--- src/hdl/arpr_pkg.sv ---
// ----------------------------------------------------------------------------
// arpr_pkg
// shared types, codes and constants of the arp resolver with retry backoff
// ----------------------------------------------------------------------------
`default_nettype none

package arpr_pkg;

  // bytes in a hardware address, checked against the reply hw_len field
  localparam int unsigned MacBytes = 6;

  localparam int unsigned IpW    = 32;
  localparam int unsigned MacW   = MacBytes * 8;
  localparam int unsigned WaitW  = 10;
  localparam int unsigned RetryW = 4;

  // packed input fields behind req_type, lowest field first
  localparam int unsigned InFieldW = IpW + 1 + 16 + 16 + 8 + 8 + 16 + MacW + IpW + MacW + IpW;

  // stream and config port widths, stream data filled up to whole bytes
  localparam int unsigned InDataW   = (InFieldW + 7) / 8 * 8;
  localparam int unsigned OutDataW  = (IpW + MacW + 7) / 8 * 8;
  localparam int unsigned CfgAddrW  = 3;
  localparam int unsigned CfgDataW  = MacW;

  // arp header values of an acceptable reply
  localparam logic [15:0] ArpHwEthernet = 16'h0001;
  localparam logic [15:0] ArpProtoIpv4  = 16'h0800;
  localparam logic [15:0] ArpOpReply    = 16'h0002;
  localparam logic [7:0]  ArpHwLen      = 8'(MacBytes);
  localparam logic [7:0]  ArpProtoLen   = 8'd4;

  // register reset values
  localparam logic [RetryW-1:0] MaxRetriesRst  = 4'd15;
  localparam logic [WaitW-1:0]  InitTimeoutRst = 10'd25;
  localparam logic [WaitW-1:0]  TimeoutCapRst  = 10'd500;

  typedef enum logic [1:0] {
    REQ_LOOKUP = 2'd0,
    REQ_ARP    = 2'd1,
    REQ_TICK   = 2'd2
  } req_type_e;

  typedef enum logic [1:0] {
    RES_REQUEST  = 2'd0,
    RES_RESOLVED = 2'd1,
    RES_FAILED   = 2'd2
  } result_kind_e;

  typedef enum logic [CfgAddrW-1:0] {
    CFG_OWN_IP       = 3'd0,
    CFG_OWN_MAC      = 3'd1,
    CFG_MAX_RETRIES  = 3'd2,
    CFG_INIT_TIMEOUT = 3'd3,
    CFG_TIMEOUT_CAP  = 3'd4
  } cfg_idx_e;

  typedef struct packed {
    req_type_e         req_type;
    logic [IpW-1:0]    lookup_ip;
    logic              frame_long_enough;
    logic [15:0]       hw_type;
    logic [15:0]       proto_type;
    logic [7:0]        hw_len;
    logic [7:0]        proto_len;
    logic [15:0]       opcode;
    logic [MacW-1:0]   sender_mac;
    logic [IpW-1:0]    sender_ip;
    logic [MacW-1:0]   target_mac;
    logic [IpW-1:0]    target_ip;
  } item_t;

  typedef struct packed {
    result_kind_e      kind;
    logic [IpW-1:0]    request_ip;
    logic [MacW-1:0]   resolved_mac;
  } result_t;

  // double the wait and clamp it to the cap
  function automatic logic [WaitW-1:0] doubled_capped(input logic [WaitW-1:0] w,
                                                      input logic [WaitW-1:0] cap);
    logic [WaitW:0] d;
    d = {w, 1'b0};
    if (d > {1'b0, cap}) begin
      return cap;
    end
    return d[WaitW-1:0];
  endfunction

endpackage

`default_nettype wire

--- src/hdl/arpr_ingress.sv ---
// ----------------------------------------------------------------------------
// arpr_ingress
// input register: takes one stream transaction and unpacks its fields
// ----------------------------------------------------------------------------
`default_nettype none

module arpr_ingress (
  input  wire logic                          clk_i,
  input  wire logic                          rst_ni,
  input  wire logic                          s_axis_tvalid,
  output logic                               s_axis_tready,
  input  wire logic [arpr_pkg::InDataW-1:0]  s_axis_tdata,
  input  wire logic [1:0]                    s_axis_tuser,
  input  wire logic                          advance_i,
  output logic                               item_valid_o,
  output arpr_pkg::item_t                    item_o
);

  logic            valid_q, valid_d;
  arpr_pkg::item_t item_q, item_d;
  logic            take;

  assign s_axis_tready = !valid_q || advance_i;
  assign take          = s_axis_tvalid && s_axis_tready;

  // fields sit in tdata from lookup_ip at the bottom up to target_ip
  always_comb begin
    item_d.req_type = arpr_pkg::req_type_e'(s_axis_tuser);
    {item_d.target_ip, item_d.target_mac, item_d.sender_ip, item_d.sender_mac,
     item_d.opcode, item_d.proto_len, item_d.hw_len, item_d.proto_type,
     item_d.hw_type, item_d.frame_long_enough, item_d.lookup_ip}
      = s_axis_tdata[arpr_pkg::InFieldW-1:0];
  end

  always_comb begin
    valid_d = valid_q;
    if (take) begin
      valid_d = 1'b1;
    end else if (advance_i) begin
      valid_d = 1'b0;
    end
  end

  always_ff @(posedge clk_i or negedge rst_ni) begin
    if (!rst_ni) begin
      valid_q <= 1'b0;
    end else begin
      valid_q <= valid_d;
    end
  end

  always_ff @(posedge clk_i) begin
    if (take) begin
      item_q <= item_d;
    end
  end

  assign item_valid_o = valid_q;
  assign item_o       = item_q;

endmodule

`default_nettype wire

--- src/hdl/arpr_engine.sv ---
// ----------------------------------------------------------------------------
// arpr_engine
// config registers, cache entry, retry state and the per-item decision
// ----------------------------------------------------------------------------
`default_nettype none

module arpr_engine (
  input  wire logic                           clk_i,
  input  wire logic                           rst_ni,
  input  wire logic                           cfg_we_i,
  input  wire logic [arpr_pkg::CfgAddrW-1:0]  cfg_addr_i,
  input  wire logic [arpr_pkg::CfgDataW-1:0]  cfg_wdata_i,
  input  wire logic                           fire_i,
  input  wire arpr_pkg::item_t                item_i,
  output logic                                res_valid_o,
  output arpr_pkg::result_t                   res_o
);

  // config registers
  logic [arpr_pkg::IpW-1:0]    own_ip_q;
  logic [arpr_pkg::MacW-1:0]   own_mac_q;
  logic [arpr_pkg::RetryW-1:0] max_retries_q;
  logic [arpr_pkg::WaitW-1:0]  init_timeout_q;
  logic [arpr_pkg::WaitW-1:0]  timeout_cap_q;

  // resolver state
  logic [arpr_pkg::IpW-1:0]    cached_ip_q, cached_ip_d;
  logic [arpr_pkg::MacW-1:0]   cached_mac_q, cached_mac_d;
  logic                        busy_q, busy_d;
  logic [arpr_pkg::IpW-1:0]    pending_ip_q, pending_ip_d;
  logic [arpr_pkg::RetryW-1:0] retries_left_q, retries_left_d;
  logic [arpr_pkg::WaitW-1:0]  next_wait_q, next_wait_d;
  logic [arpr_pkg::WaitW-1:0]  countdown_q, countdown_d;

  logic reply_ok;

  always_ff @(posedge clk_i or negedge rst_ni) begin
    if (!rst_ni) begin
      own_ip_q       <= '0;
      own_mac_q      <= '0;
      max_retries_q  <= arpr_pkg::MaxRetriesRst;
      init_timeout_q <= arpr_pkg::InitTimeoutRst;
      timeout_cap_q  <= arpr_pkg::TimeoutCapRst;
    end else if (cfg_we_i) begin
      case (arpr_pkg::cfg_idx_e'(cfg_addr_i))
        arpr_pkg::CFG_OWN_IP:       own_ip_q       <= cfg_wdata_i[arpr_pkg::IpW-1:0];
        arpr_pkg::CFG_OWN_MAC:      own_mac_q      <= cfg_wdata_i[arpr_pkg::MacW-1:0];
        arpr_pkg::CFG_MAX_RETRIES:  max_retries_q  <= cfg_wdata_i[arpr_pkg::RetryW-1:0];
        arpr_pkg::CFG_INIT_TIMEOUT: init_timeout_q <= cfg_wdata_i[arpr_pkg::WaitW-1:0];
        arpr_pkg::CFG_TIMEOUT_CAP:  timeout_cap_q  <= cfg_wdata_i[arpr_pkg::WaitW-1:0];
        default: ;
      endcase
    end
  end

  assign reply_ok = item_i.frame_long_enough
                 && (item_i.hw_type    == arpr_pkg::ArpHwEthernet)
                 && (item_i.proto_type == arpr_pkg::ArpProtoIpv4)
                 && (item_i.hw_len     == arpr_pkg::ArpHwLen)
                 && (item_i.proto_len  == arpr_pkg::ArpProtoLen)
                 && (item_i.opcode     == arpr_pkg::ArpOpReply)
                 && (item_i.target_mac == own_mac_q)
                 && (item_i.target_ip  == own_ip_q)
                 && (item_i.sender_ip  == pending_ip_q);

  always_comb begin
    cached_ip_d        = cached_ip_q;
    cached_mac_d       = cached_mac_q;
    busy_d             = busy_q;
    pending_ip_d       = pending_ip_q;
    retries_left_d     = retries_left_q;
    next_wait_d        = next_wait_q;
    countdown_d        = countdown_q;
    res_valid_o        = 1'b0;
    res_o.kind         = arpr_pkg::RES_REQUEST;
    res_o.request_ip   = '0;
    res_o.resolved_mac = '0;
    if (fire_i) begin
      case (item_i.req_type)
        arpr_pkg::REQ_LOOKUP: begin
          if (!busy_q) begin
            res_valid_o      = 1'b1;
            res_o.request_ip = item_i.lookup_ip;
            if (item_i.lookup_ip == cached_ip_q) begin
              res_o.kind         = arpr_pkg::RES_RESOLVED;
              res_o.resolved_mac = cached_mac_q;
            end else if (max_retries_q == '0) begin
              res_o.kind = arpr_pkg::RES_FAILED;
            end else begin
              busy_d         = 1'b1;
              pending_ip_d   = item_i.lookup_ip;
              retries_left_d = max_retries_q - 1'b1;
              countdown_d    = init_timeout_q;
              next_wait_d    = arpr_pkg::doubled_capped(init_timeout_q, timeout_cap_q);
            end
          end
        end
        arpr_pkg::REQ_ARP: begin
          if (busy_q && reply_ok) begin
            cached_ip_d        = pending_ip_q;
            cached_mac_d       = item_i.sender_mac;
            busy_d             = 1'b0;
            res_valid_o        = 1'b1;
            res_o.kind         = arpr_pkg::RES_RESOLVED;
            res_o.request_ip   = pending_ip_q;
            res_o.resolved_mac = item_i.sender_mac;
          end
        end
        arpr_pkg::REQ_TICK: begin
          if (busy_q) begin
            if (countdown_q > arpr_pkg::WaitW'(1)) begin
              countdown_d = countdown_q - 1'b1;
            end else begin
              res_valid_o      = 1'b1;
              res_o.request_ip = pending_ip_q;
              if (retries_left_q == '0) begin
                busy_d      = 1'b0;
                countdown_d = '0;
                res_o.kind  = arpr_pkg::RES_FAILED;
              end else begin
                retries_left_d = retries_left_q - 1'b1;
                countdown_d    = next_wait_q;
                next_wait_d    = arpr_pkg::doubled_capped(next_wait_q, timeout_cap_q);
              end
            end
          end
        end
        default: ;
      endcase
    end
  end

  always_ff @(posedge clk_i or negedge rst_ni) begin
    if (!rst_ni) begin
      cached_ip_q    <= '0;
      cached_mac_q   <= '0;
      busy_q         <= 1'b0;
      pending_ip_q   <= '0;
      retries_left_q <= '0;
      next_wait_q    <= '0;
      countdown_q    <= '0;
    end else begin
      cached_ip_q    <= cached_ip_d;
      cached_mac_q   <= cached_mac_d;
      busy_q         <= busy_d;
      pending_ip_q   <= pending_ip_d;
      retries_left_q <= retries_left_d;
      next_wait_q    <= next_wait_d;
      countdown_q    <= countdown_d;
    end
  end

`ifndef SYNTHESIS
  // a request always leaves the resolver waiting
  a_request_sets_busy: assert property (@(posedge clk_i) disable iff (!rst_ni)
    (res_valid_o && res_o.kind == arpr_pkg::RES_REQUEST) |=> busy_q)
    else $error("request issued but resolver not busy");

  // resolved or failed always leaves the resolver idle
  a_final_clears_busy: assert property (@(posedge clk_i) disable iff (!rst_ni)
    (res_valid_o && res_o.kind != arpr_pkg::RES_REQUEST) |=> !busy_q)
    else $error("final result but resolver still busy");

  // busy only starts together with a request
  a_busy_needs_request: assert property (@(posedge clk_i) disable iff (!rst_ni)
    $rose(busy_q) |-> $past(res_valid_o && res_o.kind == arpr_pkg::RES_REQUEST))
    else $error("resolver went busy without a request");

  // the cache only changes on a resolved reply
  a_cache_on_resolve: assert property (@(posedge clk_i) disable iff (!rst_ni)
    !$stable(cached_mac_q) |-> $past(res_valid_o && res_o.kind == arpr_pkg::RES_RESOLVED))
    else $error("cache written without a resolved reply");
`endif

endmodule

`default_nettype wire

--- src/hdl/arpr_egress.sv ---
// ----------------------------------------------------------------------------
// arpr_egress
// result register driving the output stream
// ----------------------------------------------------------------------------
`default_nettype none

module arpr_egress (
  input  wire logic                           clk_i,
  input  wire logic                           rst_ni,
  input  wire logic                           load_i,
  input  wire logic                           res_valid_i,
  input  wire arpr_pkg::result_t              res_i,
  output logic                                ready_o,
  output logic                                m_axis_tvalid,
  input  wire logic                           m_axis_tready,
  output logic [arpr_pkg::OutDataW-1:0]       m_axis_tdata,
  output logic [1:0]                          m_axis_tuser
);

  logic              valid_q, valid_d;
  arpr_pkg::result_t res_q;

  assign ready_o = !valid_q || m_axis_tready;

  always_comb begin
    valid_d = valid_q;
    if (load_i) begin
      valid_d = res_valid_i;
    end else if (m_axis_tready) begin
      valid_d = 1'b0;
    end
  end

  always_ff @(posedge clk_i or negedge rst_ni) begin
    if (!rst_ni) begin
      valid_q <= 1'b0;
    end else begin
      valid_q <= valid_d;
    end
  end

  always_ff @(posedge clk_i) begin
    if (load_i && res_valid_i) begin
      res_q <= res_i;
    end
  end

  assign m_axis_tvalid = valid_q;
  assign m_axis_tdata  = arpr_pkg::OutDataW'({res_q.resolved_mac, res_q.request_ip});
  assign m_axis_tuser  = res_q.kind;

endmodule

`default_nettype wire

--- src/hdl/arp_resolver_with_backoff_core.sv ---
// a result passes through the input register and then the result register before it shows on m_axis
// throughput: one input transaction per cycle while m_axis_tready does not stall the output, set by
//   the combinational decision logic between the input register and the result register
// items that cause no result still pass through the result register and leave a gap in the output stream
// reset (rst_ni low, asynchronous): cache cleared to ip 0 / mac 0, resolver idle,
//   registers back to their defaults (max retries 15, timeout 25, cap 500)
// ----------------------------------------------------------------------------
// arp_resolver_with_backoff_core
// single-entry arp resolver with doubling retry timeout
// ----------------------------------------------------------------------------
`default_nettype none

module arp_resolver_with_backoff_core (
  input  wire logic                           clk_i,
  input  wire logic                           rst_ni,

  // configuration writes, index = register number
  input  wire logic                           cfg_we_i,
  input  wire logic [arpr_pkg::CfgAddrW-1:0]  cfg_addr_i,
  input  wire logic [arpr_pkg::CfgDataW-1:0]  cfg_wdata_i,

  // input stream
  input  wire logic                           s_axis_tvalid,
  output logic                                s_axis_tready,
  // lookup_ip, frame_long_enough, hw_type, proto_type, hw_len, proto_len,
  // opcode, sender_mac, sender_ip, target_mac, target_ip, zero pad
  input  wire logic [arpr_pkg::InDataW-1:0]   s_axis_tdata,
  // req_type
  input  wire logic [1:0]                     s_axis_tuser,

  // output stream
  output logic                                m_axis_tvalid,
  input  wire logic                           m_axis_tready,
  // request_ip, resolved_mac
  output logic [arpr_pkg::OutDataW-1:0]       m_axis_tdata,
  // result_kind
  output logic [1:0]                          m_axis_tuser
);

  logic              advance;     // result register can take the next decision
  logic              item_valid;
  logic              fire;        // item in the input register is processed now
  arpr_pkg::item_t   item;
  logic              res_valid;
  arpr_pkg::result_t res;

  // input register, refills in the same cycle it drains
  arpr_ingress u_ingress (
    .clk_i         (clk_i),
    .rst_ni        (rst_ni),
    .s_axis_tvalid (s_axis_tvalid),
    .s_axis_tready (s_axis_tready),
    .s_axis_tdata  (s_axis_tdata),
    .s_axis_tuser  (s_axis_tuser),
    .advance_i     (advance),
    .item_valid_o  (item_valid),
    .item_o        (item)
  );

  assign fire = item_valid && advance;

  // state updates happen exactly once per item, when it moves into the result stage
  arpr_engine u_engine (
    .clk_i       (clk_i),
    .rst_ni      (rst_ni),
    .cfg_we_i    (cfg_we_i),
    .cfg_addr_i  (cfg_addr_i),
    .cfg_wdata_i (cfg_wdata_i),
    .fire_i      (fire),
    .item_i      (item),
    .res_valid_o (res_valid),
    .res_o       (res)
  );

  // result register, holds a result until the sink takes it
  arpr_egress u_egress (
    .clk_i         (clk_i),
    .rst_ni        (rst_ni),
    .load_i        (fire),
    .res_valid_i   (res_valid),
    .res_i         (res),
    .ready_o       (advance),
    .m_axis_tvalid (m_axis_tvalid),
    .m_axis_tready (m_axis_tready),
    .m_axis_tdata  (m_axis_tdata),
    .m_axis_tuser  (m_axis_tuser)
  );

endmodule

`default_nettype wire
--- config.mk ---
export PLATFORM = sky130hd
export DESIGN_NAME = arp_resolver_with_backoff_core
export DESIGN_NICKNAME = d
export VERILOG_FILES = /design/src/hdl/arpr_pkg.sv /design/src/hdl/arpr_ingress.sv /design/src/hdl/arpr_engine.sv /design/src/hdl/arpr_egress.sv /design/src/hdl/arp_resolver_with_backoff_core.sv
export SDC_FILE = /design/constraint.sdc
export NUM_CORES = 1
export LEC_CHECK = 0
export ABC_CLOCK_PERIOD_IN_PS = 6600
export BUFFER_PORTS_ARGS = -buffer_cell sky130_fd_sc_hd__buf_2
export CORE_ASPECT_RATIO = 2
export CORE_MARGIN = 5
export CORE_UTILIZATION = 40
export DETAILED_ROUTE_END_ITERATION = 10
export HOLD_SLACK_MARGIN = 0.05
export PLACE_DENSITY = 0.59
export RECOVER_POWER = 50
export SYNTH_ARGS = -nofsm -noshare
export SYNTH_HDL_FRONTEND = slang
export SYNTH_SLANG_ARGS = --single-unit
--- constraint.sdc ---
create_clock -name clk_i -period 6.6 [get_ports clk_i]
set_clock_uncertainty 0.05 [all_clocks]
set_input_delay 1.32 -clock clk_i [delete_from_list [all_inputs] [get_ports clk_i]]
set_output_delay 1.32 -clock clk_i [all_outputs]
set_load 0.01 [all_outputs]
# ---- Word level (Yosys, flattened, before mapping)
# Index checks and enable logic that the tools add are counted.
dict set report word_totals {
  register_bits 584
  output_inout_bits 84
  word_cells 159
}
dict set report classes {
  addsub 3
  magnitude_cmp 3
  n_eq_ne 22
  muxes 65
  n_bitwise 3
  reduce_logical 34
}
# cell n
set op_table {}
lappend op_table {{10-bit 2-to-1 mux} 16}
lappend op_table {{34-bit case mux with 3 select lines} 1}
lappend op_table {{32-bit equality test} 3}
lappend op_table {{48-bit case mux with 2 select lines} 1}
lappend op_table {{82-bit 2-to-1 mux} 1}
lappend op_table {{81-bit 2-to-1 mux} 1}
lappend op_table {{34-bit 2-to-1 mux} 2}
lappend op_table {{48-bit equality test} 1}
lappend op_table {{48-bit 2-to-1 mux} 1}
lappend op_table {{10-bit case mux with 2 select lines} 2}
lappend op_table {{1-bit 2-to-1 mux} 28}
lappend op_table {{4-bit 2-to-1 mux} 6}
lappend op_table {{11-bit by 10-bit > comparator with 1-bit output} 2}
lappend op_table {{16-bit by 1-bit equality test with 1-bit output (second input constant)} 1}
lappend op_table {{16-bit by 12-bit equality test with 1-bit output (second input constant)} 1}
lappend op_table {{16-bit by 2-bit equality test with 1-bit output (second input constant)} 1}
lappend op_table {{8-bit by 3-bit equality test with 1-bit output (second input constant)} 2}
lappend op_table {{1-bit logical AND} 12}
lappend op_table {{10-bit by 1-bit > comparator with 1-bit output (second input constant)} 1}
lappend op_table {{2-bit inequality test (second input constant)} 5}
lappend op_table {{2-bit AND reduction} 5}
lappend op_table {{10-bit by 1-bit subtractor with 10-bit output (second input constant)} 1}
lappend op_table {{4-bit logical NOT} 2}
lappend op_table {{4-bit case mux with 2 select lines} 1}
lappend op_table {{other kinds (20)} 33}

# ---- Longest topological paths before layout
dict set report logic_depth {
  depth_word 14
  mapped_depth 10
}

# ---- Cells and area by module
# A second synthesis with hierarchy kept.
dict set report unflattened {
  cells_unflattened 1710
  area_unflattened_um2 24564.8
}
# module n_inst cells_per_inst area_per_inst_um2 seq_area_each_um2
set by_module_without_submodules {}
lappend by_module_without_submodules {arpr_engine 1 1360 14209.9 6047.0}
lappend by_module_without_submodules {arpr_ingress 1 263 7831.3 7802.5}
lappend by_module_without_submodules {arpr_egress 1 86 2517.4 2487.4}
lappend by_module_without_submodules {arp_resolver_with_backoff_core 1 1 6.3 0.0}

# ---- Least setup slack after synthesis
# Ideal clock, no wire load.
dict set report synth_timing {
  path_type {input-to-reg}
  startpoint {in m_axis_tready}
  endpoint {reg u_ingress.item_q, in the netlist u_ingress.item_o[0] (enable)}
  setup_time_ns 0.654
  arrival_time_ns 7.429
  path_slack_ns -1.533
  stages 3
  path_buffers 0
  path_cell_list {nor2b_1 > nand2_1 > and2_1}
}
dict set report synth_between {
  elab_chain_len 3
}
# item line
set synth_lines {}
lappend synth_lines {{start, declared} arp_resolver_with_backoff_core.sv:33} ;# input wire logic m_axis_tready,
lappend synth_lines {{1-bit logical OR} arpr_egress.sv:23} ;# assign ready_o = !valid_q || m_axis_tready;
lappend synth_lines {{1-bit logical OR} arpr_ingress.sv:23} ;# assign s_axis_tready = !valid_q || advance_i;
lappend synth_lines {{net s_axis_tready} arp_resolver_with_backoff_core.sv:24} ;# output logic s_axis_tready,
lappend synth_lines {{1-bit logical AND} arpr_ingress.sv:24} ;# assign take = s_axis_tvalid && s_axis_tready;
lappend synth_lines {{net u_ingress.take} arpr_ingress.sv:21} ;# logic take;
lappend synth_lines {{end signal, assigned} arpr_ingress.sv:54} ;# item_q <= item_d;
lappend synth_lines {{end, declared} arpr_ingress.sv:20} ;# arpr_pkg::item_t item_q, item_d;
# The timed path passes the listed nets, and every way through them passes these cells.
# A chain may end at the register's enable or synchronous reset.

# ---- Final worst setup path
dict set report layout_timing {
  startpoint {in m_axis_tready}
  endpoint {reg u_ingress.item_q, in the netlist u_ingress.item_o[215] (enable)}
}
dict set report layout_between {
  elab_chain_len 3
}
# item line
set layout_lines {}
lappend layout_lines {{1-bit logical OR} arpr_egress.sv:23}
lappend layout_lines {{1-bit logical OR} arpr_ingress.sv:23}
lappend layout_lines {{1-bit logical AND} arpr_ingress.sv:24}
lappend layout_lines {{net u_ingress.take} arpr_ingress.sv:21}
# The timed path passes the listed nets, and every way through them passes these cells.

==> flow_summary.toml <==
[outcome]
outcome = "finished, violations left"
violated_checks = "capacitance limit, slew limit"

[min_path]
worstHoldPathType = "reg2reg"

[route]
detail_route.iter0.violations = 776
postRouteAntennaNets = 0
routed_wirelength_mm = 69.87
per_cell_routed_wire_length_um = 24.35
remaining_drcs = 0
vias = 15271
firstDrtPassIters = 5
via_per_inst = 5.321

[setup_path]
critPathRequiredTime_ps = 6780
setup.worst_path.start_class = "input pin"
worst_path_class_setup = "in2reg"
end_kind = "register"
timing.critical_path.fanout_max = 124
arrival_ps = 5340

[cts]
htreeDepth = 2
worst_skew_pair.late_latency_ps = 600
post-cts-setup-buffer-count = 0
ctsHoldBuffers = 0
clock-root-buffer = "sky130_fd_sc_hd__clkbuf_16"
tritoncts.num_buffers = 53
clk_transition_reported_paths_ps = 60
tritoncts = "done"
cts-root-to-sink-buffers = 3
cts_resized = 0
cts_sinks = 584

[synthesis]
synth_top_area_frac = 0.4205
synth.distinct_cells = 57
netlist_top_cells_count = "sky130_fd_sc_hd__edfxtp_1 (341), sky130_fd_sc_hd__dfrtp_1 (230), sky130_fd_sc_hd__mux2_2 (210)"
synth.avg_cell_area_um2 = 14.94
synth_top_family_by_area = "multiplexers"
ys_seq_elements = 584
synth_compound_gate_area_share = 0.06778
yosys.area_share.xor_xnor = 0.03705
post-synth-top-count-cell = "sky130_fd_sc_hd__edfxtp_1"
synthesis.area_um2 = 24350
netlist_top_cells_area = "sky130_fd_sc_hd__edfxtp_1 (42%), sky130_fd_sc_hd__dfrtp_1 (24%), sky130_fd_sc_hd__mux2_2 (9.7%)"
share_of_synthesized_area_spent_on_multiplexers = 0.1119
synth_enable_flop_cells = 341
postSynth.asyncResetShare = 0.4161
synth-seq-area-share = 0.6709
syn_inst = 1630
synth_ff_type = "sky130_fd_sc_hd__edfxtp_1"
ys.warnings.count = 0
synth-adder-area-share = 0.01336
syn_nets = 1978
synth-simple-area-share = 0.08037
synth_area_leader_cell = "sky130_fd_sc_hd__edfxtp_1"

[timing]
hold_viol_final = 0
final_count_of_pins_violating_max_slew = 246
setup-violations-final = 0
rsz0062_at_grt = "no"
tightestPinTransition_ps = 4267
period_needed_ps = 5155
final_min_period_over_clock_period = 0.7811
slew_headroom = -1.846
max_freq_mhz = 194.0
post_route_setup_tns_ps = 0
setup_slack_ps = 1445

[floorplanning]
die_width_um = 184.5
core_area_um2 = 60700
die-height_um = 358.9
pin_count = 406
start_util = 0.4012
core_rows = 128
design.die.area_um2 = 66210

[grt]
grtUsageMet2 = 0.3608
maximum_number_of_pins_on_one_net_before_global_route_repair = 139
grt_overflow = 0
gr-usage-met1 = 0.2409
grt_busiest_layer = "met2"
groute.layer.met3.usage = 0.03715
grt_pass1_vias = 16312
antenna_found_initial = 6
globalRouteTotalUtil = 0.2064
grt_pass1_wl_mm = 102.6

[placed_design]
gp_routability_congestion = 0.9844
place.detailed.hpwl_mm = 51.68
pre_cts_ws_ps = 2035
placed_area_um2 = 27280
numPortBuffers = 398

[layout]
finish.utilization = 0.4778
postLayoutCellArea_um2 = 29000
n_fill_cell = 5263
fin_nets = 2393
area_growth_syn_to_layout_pct = 19.09
drive_gt1_frac = 0.3285

[power]
fin_total_pwr_w = 0.009638
power_density_nw_per_um2 = 332.3
leakage_power_nw = 11.64
ir_worst_vdd_mv = 0.2161

[flow_run]
max_cap_violations = 5
cells by family after synthesis:
group           count (synthesis)
flops                         584
mux                           246
buf+inv                       103
simple gates                  333
compound gates                235
fa+ha+maj                      26
xor+xnor                      103
path summary, 6_finish.rpt:
kind                                                  end  slack, ps  cells after the start                 startpoint
max in group asynchronous       u_engine.cached_mac_q[33]       2180                      2                     rst_ni
worst min register to register  u_engine.cached_mac_q[36]        450                      1  u_engine.cached_mac_q[36]
worst min-delay path            u_engine.cached_mac_q[36]        450                      1  u_engine.cached_mac_q[36]
min in group asynchronous       u_engine.cached_mac_q[19]       1570                      1                     rst_ni
worst max-delay path                u_ingress.item_o[215]       1440                      5              m_axis_tready
worst max register to register      u_ingress.item_o[215]       1800                      4     u_egress.m_axis_tvalid
power by group:
group / total [W] / switching (W) / internal (W)
Sequential: 0.00481 / 0.000473 / 0.00434
Clock: 0.00325 / 0.00139 / 0.00186
Combinational: 0.00158 / 0.000863 / 0.000713
Total: 0.00964 / 0.00272 / 0.00692
layout by cell type (no fill, tap or decap), types with 33 or more instances in the layout:
master                      netlist  layout
sky130_fd_sc_hd__xor2_1          53      53
sky130_fd_sc_hd__a22o_1          50      50
sky130_fd_sc_hd__nor4_1          53      53
sky130_fd_sc_hd__buf_2            5     351
sky130_fd_sc_hd__inv_1           46      46
sky130_fd_sc_hd__nand2b_1        69      69
sky130_fd_sc_hd__o21ai_0         33      33
sky130_fd_sc_hd__a21oi_1         44      44
sky130_fd_sc_hd__edfxtp_1       341     341
sky130_fd_sc_hd__nand2_1         48      48
sky130_fd_sc_hd__mux2_2         210     210
sky130_fd_sc_hd__clkbuf_16        0      53
sky130_fd_sc_hd__nand4_1         57      57
sky130_fd_sc_hd__xnor2_1         50      50
sky130_fd_sc_hd__mux2i_1         36      36
sky130_fd_sc_hd__clkbuf_1        37      58
sky130_fd_sc_hd__dfrtp_1        230     230
sequential cells by signal (all words and copies together) (netlist names):
name and count:
u_engine.own_mac_q 48, u_engine.cached_mac_q 48, u_ingress.item_o 259, u_engine.cached_ip_q 32, u_egress.m_axis_tuser 2, u_engine.retries_left_q 4, u_engine.init_timeout_q 10, u_engine.max_retries_q 4
u_engine.pending_ip_q 32, u_engine.countdown_q 10, u_engine.timeout_cap_q 10, u_engine.busy_q 1, u_egress.m_axis_tvalid 1, u_engine.next_wait_q 10, u_engine.own_ip_q 32, u_egress.m_axis_tdata 80
u_ingress.item_valid_o 1
through the flow:
| step | instances | hold WS (ps) |
|---|---|---|
| 2_1_floorplan | 1630 | 413.9 |
| 3_3_place_gp | 2770 | 428.4 |
| 3_5_place_dp | 2770 | 440.9 |
| 4_1_cts | 2868 | 455.2 |
| 5_1_grt | 2870 | 461.8 |
| 6_report | 2870 | 454.8 |
layout make-up:
cell class / instances / area [um2] / area share
Timing Repair Buffer: 417 / 2100 / 0.07240
Tap cell: 780 / 975.9 / 0.03365
Inverter: 46 / 172.7 / 0.005954
Sequential cell: 584 / 16340 / 0.5634
Clock inverter: 34 / 410.4 / 0.01415
Antenna cell: 2 / 5.005 / 0.0001726
Multi-Input combinational cell: 943 / 7601 / 0.2621
Clock buffer: 64 / 1398 / 0.04819
worst max-delay path: stages:
cell	delay, ps
sky130_fd_sc_hd__clkbuf_1	90
sky130_fd_sc_hd__nor2b_1	60
sky130_fd_sc_hd__nand2_1	100
sky130_fd_sc_hd__and2_0	3050
sky130_fd_sc_hd__buf_12	460
per-layer routing:
metal | part of all wire | vias up | wire, um
met5 | 0.00057 | - | 40
met1 | 0.37 | 7559 | 26160
met4 | 0.058 | 8 | 4077
met3 | 0.061 | 124 | 4239
met2 | 0.51 | 557 | 35360
li1 | - | 7023 | -
No activity file was read; power rests on OpenSTA's default activity.
